$ cat src/rtl/core/iact_pkg.sv
// Shared types, codes and helpers for the address hit-count table.
package iact_pkg;

    localparam logic [1:0] MODE_INSERT = 2'd0;
    localparam logic [1:0] MODE_REMOVE = 2'd1;
    localparam logic [1:0] MODE_SET    = 2'd2;

    localparam logic [1:0] ST_OK     = 2'd0;
    localparam logic [1:0] ST_ABSENT = 2'd1;
    localparam logic [1:0] ST_FULL   = 2'd2;

    localparam logic [31:0] COUNT_MAX = 32'hFFFF_FFFF;

    // Request held for the whole pass; key already normalised per family
    typedef struct packed {
        logic [1:0]  mode;
        logic        is_v6;
        logic [63:0] key_high;
        logic [63:0] key_low;
        logic [31:0] new_count;
    } req_t;

    // Token handed from cell to cell along the row
    typedef struct packed {
        logic        active;
        logic        found;
        logic        claimed;
        logic [31:0] count;
    } token_t;

    // End-of-pass broadcast to all cells
    typedef struct packed {
        logic done;
        logic commit;
    } ctl_t;

    function automatic logic [31:0] sat_inc(input logic [31:0] value);
        logic [31:0] res;
        res = (value == COUNT_MAX) ? value : value + 32'd1;
        return res;
    endfunction

endpackage

$ cat src/rtl/core/iact_cell.sv
// One table entry: compares the passing key, updates itself and forwards the token.
module iact_cell (
    input  logic            aclk,
    input  logic            aresetn,
    input  iact_pkg::req_t   req,
    input  iact_pkg::ctl_t   ctl,
    input  iact_pkg::token_t tok_in,
    output iact_pkg::token_t tok_out
);
    import iact_pkg::*;

    logic        valid_reg;
    logic        pending_reg;
    logic        is_v6_reg;
    logic [63:0] key_high_reg;
    logic [63:0] key_low_reg;
    logic [31:0] count_reg;
    token_t      tok_reg;
    token_t      tok_next;

    logic        hit;
    logic        claim;
    logic [31:0] count_inc;

    assign hit = tok_in.active && valid_reg && (is_v6_reg == req.is_v6) &&
                 (key_high_reg == req.key_high) && (key_low_reg == req.key_low);
    // lowest free entry, taken only while no match has been seen yet
    assign claim = tok_in.active && (req.mode == MODE_INSERT) && !valid_reg &&
                   !tok_in.claimed && !tok_in.found;
    assign count_inc = sat_inc(count_reg);

    always_comb begin
        tok_next = tok_in;
        if (hit) begin
            tok_next.found = 1'b1;
            tok_next.count = (req.mode == MODE_INSERT) ? count_inc : count_reg;
        end else if (claim) begin
            tok_next.claimed = 1'b1;
        end
    end

    always_ff @(posedge aclk) begin
        tok_reg.found   <= tok_next.found;
        tok_reg.claimed <= tok_next.claimed;
        tok_reg.count   <= tok_next.count;
        if (!aresetn) begin
            tok_reg.active <= 1'b0;
            valid_reg      <= 1'b0;
            pending_reg    <= 1'b0;
        end else begin
            tok_reg.active <= tok_next.active;
            if (hit && req.mode == MODE_REMOVE) begin
                valid_reg <= 1'b0;
            end else if (ctl.done && ctl.commit && pending_reg) begin
                valid_reg <= 1'b1;
            end
            if (ctl.done) begin
                pending_reg <= 1'b0;
            end else if (claim) begin
                pending_reg <= 1'b1;
            end
        end
    end

    always_ff @(posedge aclk) begin
        if (claim) begin
            // entry stays invalid until the end-of-pass commit
            is_v6_reg    <= req.is_v6;
            key_high_reg <= req.key_high;
            key_low_reg  <= req.key_low;
            count_reg    <= 32'd1;
        end else if (hit && req.mode == MODE_INSERT) begin
            count_reg <= count_inc;
        end else if (hit && req.mode == MODE_SET) begin
            count_reg <= req.new_count;
        end
    end

    assign tok_out = tok_reg;

endmodule

$ cat config.mk
export PLATFORM = sky130hd
export DESIGN_NAME = iact_cell
export DESIGN_NICKNAME = d
export VERILOG_FILES = /design/src/rtl/core/iact_pkg.sv /design/src/rtl/core/iact_cell.sv
export SDC_FILE = /design/constraint.sdc
export NUM_CORES = 1
export LEC_CHECK = 0
export BUFFER_PORTS_ARGS = -buffer_cell sky130_fd_sc_hd__buf_2
export CAP_MARGIN = 20
export CORE_MARGIN = 2
export CORE_UTILIZATION = 42
export CTS_CLUSTER_SIZE = 10
export DETAILED_ROUTE_END_ITERATION = 12
export HOLD_SLACK_MARGIN = 0.03
export PLACE_DENSITY = 0.62
export SETUP_SLACK_MARGIN = 0.5
export SLEW_MARGIN = 30
export SYNTH_ARGS = -nofsm -noshare
export SYNTH_HDL_FRONTEND = slang
export SYNTH_SLANG_ARGS = --single-unit
$ cat constraint.sdc
create_clock -name aclk -period 7.61 [get_ports aclk]
set_input_delay 1.522 -clock aclk [delete_from_list [all_inputs] [get_ports aclk]]
set_output_delay 1.522 -clock aclk [all_outputs]
set_load 0.005 [all_outputs]
==> results summary <==
The number of synthesized flops with an enable pin is 129. The worst setup path is captured at a flop. The kind of cell with the highest combined delay along the critical path is simple AND/OR/NAND/NOR gates.

The number of buffers inserted by hold repair at cts came out at 0. Across the run, the number of max-cap violations was 0. Post-CTS timing repair inserted 0 buffers for setup.

The number of buffers between clock root and the deepest sink came out at 2. The startpoint identified for the worst register-to-register timing path is key_high_reg[18]. The highest achievable clock rate came out at 236 MHz. In this run the remaining antenna-violating nets after routing total 0. The fraction of final layout cells with drive strength greater than 1 came out at approximately a quarter. The register-to-register setup slack came out at about 4100 ps.

The worst path in the final design needs a cycle of between 4000 and 5000 ps, including I/O delays and setup. The top cell type's share of synthesized area is about 39%. The post-route worst hold slack is around 500 ps.

The total power per unit cell area is between 150 and 200 nW/um^2. In the post-synthesis netlist, the biggest area contributors are sky130_fd_sc_hd__edfxtp_1 39%, sky130_fd_sc_hd__dfxtp_1 14%, sky130_fd_sc_hd__nor2b_1 7.0%. On the critical path, the stage with the largest delay is an instance of sky130_fd_sc_hd__nand4_1. The tree is rooted in a sky130_fd_sc_hd__clkbuf_16. The die covers 24800 sq um. The arrival time reported for the critical path endpoint came out at 4550 ps.

The clock drives 198 sinks. The filler cells instantiated in the layout total 2185. The total of warnings raised by yosys is 0. The leakage power is 0.00445 uW. The largest total area in the synthesized netlist belongs to sky130_fd_sc_hd__edfxtp_1. The average size of a mapped cell is 10.4 sq um. The flip-flop and latch area came out at around 5300 sq um.

The run finished with clean final reports. Dividing the detail-routed wire length by the instance count gives 18.4 microns. The endpoint identified for the worst register-to-register timing path is count_reg[10].

The DRC violation count after routing came out at 0. The number of instances on the worst hold path came out at 2. Of the available clock period, the critical path in the final layout requires 55.6%. The total negative slack is 0 ps. Traced cell by cell, the critical path runs through buf_2 > nor2b_1 > a2111oi_0 > nand3_1 > nor4_2 > nand4_1 > and3_1 > a221o_1. Between clock sinks in the finished design, the worst skew comes to 11.0 ps.

The half-perimeter wire length after detailed placement came out at 21100 microns. The number of cells on the worst reg-to-reg path is 7. The wire length of the first global-routing pass is about 42000 microns. The clock tree synthesis step divided the H-tree into 4 levels.

The TritonCTS buffer count is 17. Summed over all layers, the global routing overflow is 0. The worst setup path is launched from an input pin. The multi-input logic area came out at 4390 sq um. TritonCTS built the clock tree. The number of instances resized during post-cts repair is 0. The region available for standard cell placement spans 23300 sq um. The later pin in the worst-skew pair is clocked with a latency of between 400 and 500 ps.

The pre-CTS setup slack came out at about 3000 ps. The path class of the tightest hold or removal check is flop to flop. The pre-antenna-repair detailed-routing pass consisted of 5 iterations. Counting flops with an async set or reset pin after synthesis yields a share of 0%. Setup violations remaining at the end of the flow were counted as 0.

The number of nets handed over by synthesis was around 1200. The count of different cell masters after synthesis is 65. The total wire length after detailed routing is 27700 microns. The sequential share of the synthesized area came out at 53.0%. The headroom to the max-slew limit came out at 37.0%.

The number of instances in the synthesized netlist is 951. The first-iteration detailed-routing DRC count is 722. In the synthesized netlist the dominant register cell turns out to be sky130_fd_sc_hd__edfxtp_1. The routed layout has 8105 vias. Synthesis inferred slightly below 200 register bits.

The maximum net fanout on the critical path is 16. The worst stage delay on the critical path is ~830 ps. The worst hold path terminates at pending_reg. The initial antenna violation count is 5. The actual transition at the worst max-transition pin came out at between 900 and 1000 ps. The critical path in this run is classified as input pin to flop. Measured along the y axis, the die boundary spans ~160 microns. Setup repair after global routing left no endpoint under its margin.

The weighted congestion reported at the end of routability-driven placement is 0.882. The global router's overall resource usage is 22.3%. The final-report max-slew violation count was 0. For this configuration, the core starts out at a cell density of 42.5%. The setup slack of the critical path after layout is ~3400 ps. The total buffers and inverters traversed by the critical path came out at 1. In this run the most critical hold path is launched from pending_reg. The number of vias per cell after detailed routing is about 5.4. The worst supply voltage drop on vdd is 0.132 mV.

At the end of the flow, the number of nets in the layout was ~1400. The cell area after technology mapping is 9910 sq um. Relative to the synthesized area, the layout overhead comes to 20.6%. Measured along the x axis, the die boundary spans 158 microns. Clock-pin slew was measured on the worst setup and hold paths at 70 ps. The quantity of I/O buffers inserted on ports is 236. The pin count of the biggest net entering global routing is around 110. The number of global-route vias before repair is 7571. The worst path required time is around 7900 ps.

The final count of hold timing violations is 0. The floorplan has 56 rows. The I/O pin total is about 240.
==> worst max path at each step <==
stage                    end       start  depth (start not counted)
2_1_floorplan      is_v6_reg  tok_in[32]                          4
3_3_place_gp   count_reg[10]    req[114]                          8
3_5_place_dp   count_reg[10]    req[114]                          8
4_1_cts        count_reg[10]    req[114]                          8
5_1_grt        count_reg[10]    req[114]                          8
6_report       count_reg[10]    req[114]                          8
==> kinds of logic after synthesis <==
kind of cell,share of synthesized area [%]
buffers and inverters,2.78
adder cells (fa/ha/maj),0.126
XOR/XNOR,7.51
multiplexers,0.783
flip-flops,53.0
AO/OA/AOI/OAI,10.0
AND/OR/NAND/NOR,25.8
==> area by class of cell <==
cell class | instances | share of cell area [%]
Tap cell | 319 | 3.34
Antenna cell | 4 | 0.0838
Inverter | 25 | 0.848
Sequential cell | 198 | 44.0
Multi-Input combinational cell | 691 | 36.7
Clock buffer | 18 | 3.59
Clock inverter | 14 | 1.26
Timing Repair Buffer | 241 | 10.2
==> cell usage after synthesis (all sizes together) (11+ instances only) <==
library cell,count
a2111oi,11
a21oi,26
buf,14
clkbuf,23
dfxtp,69
edfxtp,129
inv,25
nand2,75
nand2b,29
nand3,27
nand4,37
nor2,41
nor2b,111
nor3,22
nor4,66
o21ai,54
xnor2,40
xor2,45
==> power by group <==
group / switching, uW / internal [uW] / leakage [uW]
Combinational: 107 / 90.2 / 0.00244
Clock: 425 / 489 / 0.000279
Sequential: 9.49 / 1170 / 0.00173
Total: 542 / 1750 / 0.00445
==> layout by cell type, fill, tap and decap left out, drive strengths merged, types with 3 or more instances in the layout <==
cell type  count
a2111oi       11
a211oi         5
a21o           5
a21oi         26
a22o           5
a31oi          7
and2           7
and3           9
and4           4
buf          241
clkbuf        18
clkinv         5
clkinvlp       3
dfxtp         69
diode          4
edfxtp       129
inv           29
mux2           3
mux2i          4
nand2         75
nand2b        29
nand3         27
nand4         37
nor2          41
nor2b        111
nor3          22
nor4          66
o2111ai        7
o211ai         7
o21ai         54
o221a          3
o22ai          5
o31ai          8
or4            4
xnor2         40
xor2          45
==> per-layer routing <==
metal,GRT usage (%),routed length (microns),vias to the layer above,part of all wire [%]
met2,35.8,12900,335,47
li1,-,-,3960,-
met3,3.91,1870,34,6.8
met5,0,19,-,0.069
met1,30.8,12300,3774,45
met4,6.71,537,2,1.9
==> worst reg2reg max path, cell delays in order (launching register included) <==
cell	delay (ps)
sky130_fd_sc_hd__edfxtp_1	370
sky130_fd_sc_hd__nor2b_1	160
sky130_fd_sc_hd__a2111oi_0	600
sky130_fd_sc_hd__nand3_1	180
sky130_fd_sc_hd__nor4_2	470
sky130_fd_sc_hd__nand4_1	830
sky130_fd_sc_hd__and3_1	540
sky130_fd_sc_hd__a221o_1	250
==> per-stage QoR <==
step / total power, uW / utilization (%) / area, sq um / instances
2_1_floorplan: 1290 / - / 9910 / 951
3_3_place_gp: 1400 / 48.7 / 11400 / 1474
3_5_place_dp: 1400 / 48.7 / 11400 / 1474
4_1_cts: 2300 / 51.1 / 11900 / 1506
5_1_grt: 2360 / 51.2 / 11900 / 1510
6_report: 2290 / 51.2 / 11900 / 1510
Note: power is estimated with default switching activity, not from simulation.
